--- src/sv/spq_pkg.sv ---
// shared constants and status codes for the sorted priority queue
package spq_pkg;

    // payload and register widths
    localparam int VAL_W = 32;
    localparam int CAP_W = 7;
    localparam int STATUS_W = 2;

    // default storage depth and capacity after reset
    localparam int DEPTH_DEF = 64;
    localparam logic [CAP_W-1:0] CAP_RESET = 7'd64;

    // operation codes
    localparam logic OP_ENQUEUE = 1'b0;
    localparam logic OP_DEQUEUE = 1'b1;

    // result status codes
    localparam logic [STATUS_W-1:0] ST_OK        = 2'd0;
    localparam logic [STATUS_W-1:0] ST_OVERFLOW  = 2'd1;
    localparam logic [STATUS_W-1:0] ST_UNDERFLOW = 2'd2;

endpackage

--- src/sv/sorted_priority_queue_core.sv ---
// sorted priority queue: min-first store kept in ascending order, one entry moved per cycle
//
// Usage: raise start with operation and value while busy is low; the transfer
// happens at that clock edge. operation 0 inserts value after any equal entries,
// operation 1 removes the smallest entry. Every transfer yields one result:
// done is high for exactly one cycle with status, removed_value and count_after.
// The receiver cannot stall; it must take the result in that cycle.
// Steps: an enqueue moves each greater entry up one slot, then writes the value;
// a dequeue captures the head, then moves each remaining entry down one slot;
// done rises in the cycle in which busy falls. Overflow and underflow leave busy
// low and give done in the cycle after the start. The work is done by the single
// compare-and-move step over the entry memory, which reads one entry and writes at most one entry each cycle.
// A new start may be taken in the cycle in which done is high.
// capacity is written with capacity_we, by the user only while the queue is idle
// (the block does not enforce this); it limits the held entries to min(capacity, DEPTH).
// Reset empties the queue and sets capacity to 64; the entry memory is not
// cleared, since only live entries are ever read.
module sorted_priority_queue_core
    import spq_pkg::*;
#(
    parameter int DEPTH = DEPTH_DEF,
    localparam int AW = $clog2(DEPTH),
    localparam int CW = $clog2(DEPTH + 1)
)
(
    input  logic                clk,
    input  logic                rst_n,
    input  logic                start,
    output logic                busy,
    input  logic                operation,
    input  logic [VAL_W-1:0]    value,
    input  logic                capacity_we,
    input  logic [CAP_W-1:0]    capacity,
    output logic                done,
    output logic [STATUS_W-1:0] status,
    output logic [VAL_W-1:0]    removed_value,
    output logic [CW-1:0]       count_after
);

    localparam int LW = (CW > CAP_W) ? CW : CAP_W;

    // sequencer states
    localparam logic [2:0] S_IDLE   = 3'd0;
    localparam logic [2:0] S_ECMP   = 3'd1;
    localparam logic [2:0] S_EPUT   = 3'd2;
    localparam logic [2:0] S_DHEAD  = 3'd3;
    localparam logic [2:0] S_DSHIFT = 3'd4;

    logic [2:0]          state_reg, state_next;
    logic [AW-1:0]       pos_reg, pos_next;
    logic [AW-1:0]       idx_reg, idx_next;
    logic [CW-1:0]       count_reg, count_next;
    logic [VAL_W-1:0]    val_reg, val_next;
    logic [CAP_W-1:0]    capacity_reg;
    logic                done_reg, done_next;
    logic [STATUS_W-1:0] status_reg, status_next;
    logic [VAL_W-1:0]    removed_reg, removed_next;

    logic                ram_we;
    logic [AW-1:0]       ram_waddr;
    logic [VAL_W-1:0]    ram_wdata;
    logic [AW-1:0]       ram_raddr;
    logic [VAL_W-1:0]    ram_rdata;

    logic                full;
    logic [CW-1:0]       count_m1;
    logic [CW-1:0]       idx_p1;
    logic                moves_up;

    spq_ram #(
        .DEPTH (DEPTH),
        .AW    (AW)
    ) u_ram (
        .clk   (clk),
        .we    (ram_we),
        .waddr (ram_waddr),
        .wdata (ram_wdata),
        .raddr (ram_raddr),
        .rdata (ram_rdata)
    );

    // full when at configured capacity or at storage depth
    assign full = (LW'(count_reg) >= LW'(capacity_reg)) || (count_reg >= CW'(DEPTH));
    assign count_m1 = count_reg - CW'(1);
    assign idx_p1 = CW'(idx_reg) + CW'(1);

    // signed compare: held entry strictly greater than the new value
    assign moves_up = $signed(ram_rdata) > $signed(val_reg);

    // capacity register
    always_ff @(posedge clk or negedge rst_n)
    begin
        if (!rst_n)
        begin
            capacity_reg <= CAP_RESET;
        end
        else if (capacity_we)
        begin
            capacity_reg <= capacity;
        end
    end

    // control state
    always_ff @(posedge clk or negedge rst_n)
    begin
        if (!rst_n)
        begin
            state_reg <= S_IDLE;
            count_reg <= '0;
            done_reg  <= 1'b0;
        end
        else
        begin
            state_reg <= state_next;
            count_reg <= count_next;
            done_reg  <= done_next;
        end
    end

    // working and result payload
    always_ff @(posedge clk)
    begin
        pos_reg     <= pos_next;
        idx_reg     <= idx_next;
        val_reg     <= val_next;
        status_reg  <= status_next;
        removed_reg <= removed_next;
    end

    // sequencer
    always_comb
    begin
        state_next   = state_reg;
        pos_next     = pos_reg;
        idx_next     = idx_reg;
        count_next   = count_reg;
        val_next     = val_reg;
        done_next    = 1'b0;
        status_next  = status_reg;
        removed_next = removed_reg;
        ram_we       = 1'b0;
        ram_waddr    = pos_reg;
        ram_wdata    = val_reg;
        ram_raddr    = '0;

        case (state_reg)
            S_IDLE:
            begin
                if (start)
                begin
                    removed_next = '0;
                    if (operation == OP_ENQUEUE)
                    begin
                        if (full)
                        begin
                            status_next = ST_OVERFLOW;
                            done_next   = 1'b1;
                        end
                        else
                        begin
                            val_next = value;
                            pos_next = count_reg[AW-1:0];
                            if (count_reg == '0)
                            begin
                                state_next = S_EPUT;
                            end
                            else
                            begin
                                ram_raddr  = count_m1[AW-1:0];
                                state_next = S_ECMP;
                            end
                        end
                    end
                    else
                    begin
                        if (count_reg == '0)
                        begin
                            status_next = ST_UNDERFLOW;
                            done_next   = 1'b1;
                        end
                        else
                        begin
                            ram_raddr  = '0;
                            state_next = S_DHEAD;
                        end
                    end
                end
            end

            // move a greater entry up one slot, or drop the value in place
            S_ECMP:
            begin
                ram_we = 1'b1;
                if (moves_up)
                begin
                    ram_wdata = ram_rdata;
                    pos_next  = pos_reg - AW'(1);
                    if (pos_reg == AW'(1))
                    begin
                        state_next = S_EPUT;
                    end
                    else
                    begin
                        ram_raddr = pos_reg - AW'(2);
                    end
                end
                else
                begin
                    count_next  = count_reg + CW'(1);
                    status_next = ST_OK;
                    done_next   = 1'b1;
                    state_next  = S_IDLE;
                end
            end

            // value goes to the head slot or into an empty queue
            S_EPUT:
            begin
                ram_we      = 1'b1;
                count_next  = count_reg + CW'(1);
                status_next = ST_OK;
                done_next   = 1'b1;
                state_next  = S_IDLE;
            end

            // capture the smallest entry
            S_DHEAD:
            begin
                removed_next = ram_rdata;
                if (count_reg == CW'(1))
                begin
                    count_next  = '0;
                    status_next = ST_OK;
                    done_next   = 1'b1;
                    state_next  = S_IDLE;
                end
                else
                begin
                    ram_raddr  = AW'(1);
                    idx_next   = AW'(1);
                    state_next = S_DSHIFT;
                end
            end

            // move each remaining entry down one slot
            S_DSHIFT:
            begin
                ram_we    = 1'b1;
                ram_waddr = idx_reg - AW'(1);
                ram_wdata = ram_rdata;
                if (idx_p1 < count_reg)
                begin
                    ram_raddr = idx_p1[AW-1:0];
                    idx_next  = idx_p1[AW-1:0];
                end
                else
                begin
                    count_next  = count_m1;
                    status_next = ST_OK;
                    done_next   = 1'b1;
                    state_next  = S_IDLE;
                end
            end

            default:
            begin
                state_next = S_IDLE;
            end
        endcase
    end

    assign busy          = (state_reg != S_IDLE);
    assign done          = done_reg;
    assign status        = status_reg;
    assign removed_value = removed_reg;
    assign count_after   = count_reg;

    // an accepted transfer is either in progress or reported on the next cycle
    assert property (@(posedge clk) disable iff (!rst_n)
        (start && !busy) |=> (busy || done))
    else $error("accepted transfer neither in progress nor reported");

    // every result comes from a transfer or from finished work
    assert property (@(posedge clk) disable iff (!rst_n)
        done |-> ($past(busy) || $past(start)))
    else $error("result without a transfer");

    // failed operations return no value
    assert property (@(posedge clk) disable iff (!rst_n)
        (done && (status != ST_OK)) |-> (removed_value == '0))
    else $error("removed value on a failed operation");

    // underflow only on an empty queue
    assert property (@(posedge clk) disable iff (!rst_n)
        (done && (status == ST_UNDERFLOW)) |-> (count_after == '0))
    else $error("underflow with entries held");

    // held entries never exceed the storage depth
    assert property (@(posedge clk) disable iff (!rst_n)
        count_reg <= CW'(DEPTH))
    else $error("entry count beyond depth");

endmodule

--- src/sv/spq_ram.sv ---
// entry store: one write port, one read port with registered read data
module spq_ram
    import spq_pkg::*;
#(
    parameter int DEPTH = DEPTH_DEF,
    parameter int AW = $clog2(DEPTH)
)
(
    input  logic             clk,
    input  logic             we,
    input  logic [AW-1:0]    waddr,
    input  logic [VAL_W-1:0] wdata,
    input  logic [AW-1:0]    raddr,
    output logic [VAL_W-1:0] rdata
);

    logic [VAL_W-1:0] mem_reg [DEPTH];
    logic [VAL_W-1:0] rdata_reg;

    // write port
    always_ff @(posedge clk)
    begin
        if (we)
        begin
            mem_reg[waddr] <= wdata;
        end
    end

    // registered read port
    always_ff @(posedge clk)
    begin
        rdata_reg <= mem_reg[raddr];
    end

    assign rdata = rdata_reg;

endmodule

--- config.mk ---
export PLATFORM = sky130hd
export DESIGN_NAME = sorted_priority_queue_core
export DESIGN_NICKNAME = d
export VERILOG_FILES = /design/src/sv/spq_pkg.sv /design/src/sv/sorted_priority_queue_core.sv /design/src/sv/spq_ram.sv
export SDC_FILE = /design/constraint.sdc
export NUM_CORES = 2
export LEC_CHECK = 0
export BUFFER_PORTS_ARGS = -buffer_cell sky130_fd_sc_hd__buf_2
export CAP_MARGIN = 20
export CORE_ASPECT_RATIO = 1.5
export CORE_MARGIN = 2
export CORE_UTILIZATION = 62
export CTS_BUF_LIST = sky130_fd_sc_hd__clkbuf_16
export CTS_CLUSTER_SIZE = 40
export DETAILED_ROUTE_END_ITERATION = 7
export GPL_TIMING_DRIVEN = 0
export MAX_ROUTING_LAYER = met4
export PLACE_DENSITY = 0.78
export SKIP_CTS_REPAIR_TIMING = 1
export SYNTH_ARGS = -nofsm -noshare
export SYNTH_HDL_FRONTEND = slang
export SYNTH_SLANG_ARGS = --single-unit
--- constraint.sdc ---
create_clock -name clk -period 6.9 [get_ports clk]
set_input_delay 0.69 -clock clk [delete_from_list [all_inputs] [get_ports clk]]
set_output_delay 0.69 -clock clk [all_outputs]
set_load 0.02 [all_outputs]
==> results_dict.tcl <==
set metrics [dict create \
    synth_top_family_by_area "simple AND/OR/NAND/NOR gates" \
    grt_max_degree 45 \
    final_common_cell "edfxtp_1" \
    path_class "register to register" \
    cp.arrival_ns 7.55 \
    timing.rr.start "idx_reg[0]" \
    finClkSkew_ns 0.03870 \
    synthCells 6139 \
    violations "design-rule violations" \
    slew_headroom 0.1468 \
    timing.reg2reg.setup_slack_ns 0.06 \
    fin_crit_sh 0.9918 \
    min_from "value[19]" \
    drt_iter0_markers 10120 \
    drive_gt1_frac 0.1170 \
    end_kind "register" \
    cap_violations 0 \
    routed-via-count 57550 \
    yosys.area.top_type "edfxtp_1" \
    core_sq_um 137900 \
    cp-start-kind "register" \
    clkLatencyLatePin_ns 0.86 \
    synth-simple-area-share 0.1208 \
    design.die.area_sq_um 141700 \
    clock_path_buffers 3 \
    port_buffers 86 \
    path_clk_slew_ns 0.07 \
    nFillCells 8456 \
    hold_violations 0 \
    die_x_microns 308.0 \
    grt_usage 0.4000 \
    met2_length_mm 128.6 \
    grt_overflow 0 \
    setup_viol 0 \
    power_density_nw_per_um2 503.9 \
    max_clock_freq_mhz 146.1 \
    r2r-end "u_ram.rdata[2]" \
    die_y_microns 460.1 \
    syn_to_final_growth_pct 14.88 \
    synth_xor_xnor_area_share 0.002139 \
    worst_r2r_path_depth 17 \
    synth.area.mux_share 0.03729 \
    min_path_type "primary input to register" \
    leakagePower_nw 34.30 \
    hpwlAfterDp_mm 193.1 \
    wl_per_cell_microns 32.33 \
    status "complete, but fails checks" \
    routed_wl_mm 275.8 \
    syn_nets 6238 \
    antenna_found_initial 24 \
    yosysWarnings 0 \
    period_minus_slack_ns 6.844 \
    wl_met1_mm 85.56 \
    final_cell_mix "2126 x edfxtp_1, 1368 x nand2_1, 497 x nand3_1" \
    cts_root_buffer "clkbuf_16" \
    rows 167 \
    multi_input_area_sq_um 20130 \
    cts_buffers 185 \
    start_util 0.6234 \
    tightest_slew_ns 1.280 \
    avgSynthCellArea_sq_um 14.00 \
    finalWorstSetupSlack_ns 0.05625 \
    synth_edf_count 2126 \
    required_ns 7.60 \
    synth_area_sq_um 85970 \
    nNetsFinal 6684 \
    cts-htree-levels 4 \
    slew_viol_final 0 \
    ir_drop_mv 0.3160 \
    seqCellArea_sq_um 64930 \
    largest_reg_flops 2048 \
    ant_nets 0 \
    synth-compound-area-share 0.05533 \
    synth_fa_ha_area_frac 0.008004 \
    synth_top_area_frac 0.7426 \
    ys_seq_area_frac 0.7553 \
    hold_depth 1 \
    grt_pass1_wl_mm 384.1 \
    rsz0062_at_grt "no" \
    synth_cell_type_count 66 \
    gp_congestion 0.9876 \
    cts.sinks 2176 \
    grt_pass1_vias 55180 \
    ios 87 \
    drc_errors 4 \
    avgViaCountPerCell 6.748 \
    ys.flop_type "edfxtp_1" \
    synth_area_leaders "edfxtp_1 74%, nand2_1 6.0%, mux2i_1 3.7%, nand3_1 2.9%, nor2_1 1.5%" \
    min_to "val_reg[19]" \
    detail_route.first_pass.iterations 8 \
    wl_met3_mm 32.94 \
    top_layer "met4" \
    utilization 0.7161 \
    yosys_register_bits 2176 \
    tritoncts "built" \
    dp_slack_ns -0.2244 \
    synthArstFlopShare 0.008272 \
    path_max_fanout 10 \
]
[layer usage]
| layer | track usage | vias up |
|---|---|---|
| met5 | - | - |
| met4 | 0.3303 | 0 |
| met3 | 0.08103 | 1107 |
| met2 | 0.6155 | 4856 |
| met1 | 0.4542 | 27840 |
| li1 | - | 23740 |
[per-stage QoR]
step | area [sq um] | total power (W) | std cells | hold slack, ns | TNS, ns
finish | 98760 | 0.04977 | 8529 | 0.01952 | 0
global route | 98740 | 0.05060 | 8522 | 0.01694 | 0
CTS | 98540 | 0.04875 | 8499 | -0.2459 | -0.9698
detailed placement | 92780 | 0.03881 | 8162 | 0.5147 | -0.4321
global placement | 88620 | 0.03740 | 7999 | 0.4994 | -8609.56
floorplan | 85970 | 0.02867 | 6139 | 0.3944 | 0
[synth_stat cells (all sizes together) (7+ instances only)]
cell,number
edfxtp,2126
nand2,1368
nand3,497
nor2,352
mux2i,318
clkbuf,199
buf,163
a21oi,156
a32oi,145
o21ai,139
a31oi,129
inv,57
ha,55
and3,48
nor4,48
o22ai,41
and2,38
dfxtp,32
a21o,27
nor3,24
or4,19
a2111oi,17
dfrtp,17
nand4,13
xor2,13
a22oi,12
or3,11
xnor2,8
and4b,7
[logic make-up after synthesis]
group / after synthesis
multiplexers: 320
XOR/XNOR: 21
buffers and inverters: 419
adder cells (fa/ha/maj): 55
flip-flops: 2176
AO/OA/AOI/OAI: 709
AND/OR/NAND/NOR: 2439
[worst max-delay path, cell delays in order, from the launching register on]
cell and delay, ns:
edfxtp_1 0.35, buf_2 0.23, inv_1 0.11, ha_1 0.41, ha_1 0.31, a2111oi_0 0.38
nor3_1 0.14, nand3b_1 0.29, o221ai_1 0.47, a21o_1 0.21, buf_2 0.33, clkdlybuf4s15_1 0.88
clkbuf_1 0.62, nand2_1 0.12, a32oi_1 0.46, a31oi_1 0.21, nor4_2 0.67, and3_1 0.49
[area by class of cell]
| class | count | share of cell area |
|---|---|---|
| Inverter | 57 | 0.002166 |
| Sequential cell | 2176 | 0.6575 |
| Clock buffer | 190 | 0.04814 |
| Buffer | 362 | 0.01642 |
| Clock inverter | 147 | 0.01015 |
| Timing Repair Buffer | 259 | 0.03883 |
| Multi-Input combinational cell | 3544 | 0.2038 |
| Antenna cell | 20 | 0.0005068 |
| Tap cell | 1774 | 0.02247 |
[power by group]
part | internal [W] | switching [W] | total (W)
sequential | 0.0181 | 0.000352 | 0.0184
combinational | 0.00545 | 0.0158 | 0.0212
clock | 0.00543 | 0.00469 | 0.0101
total | 0.0290 | 0.0208 | 0.0498
[how the worst max path moves through the flow]
stage	from	slack (ns)	to
2_1_floorplan	val_reg[13]	1.08	u_ram.mem_reg[0][27]
3_3_place_gp	u_ram.rdata[13]	-5.56	u_ram.mem_reg[18][17]
3_5_place_dp	idx_reg[0]	-0.22	u_ram.rdata[9]
4_1_cts	idx_reg[0]	-0.32	u_ram.rdata[9]
5_1_grt	idx_reg[0]	0.007	u_ram.rdata[3]
6_report	idx_reg[0]	0.06	u_ram.rdata[2]
No activity file was read; power rests on OpenSTA's default activity.
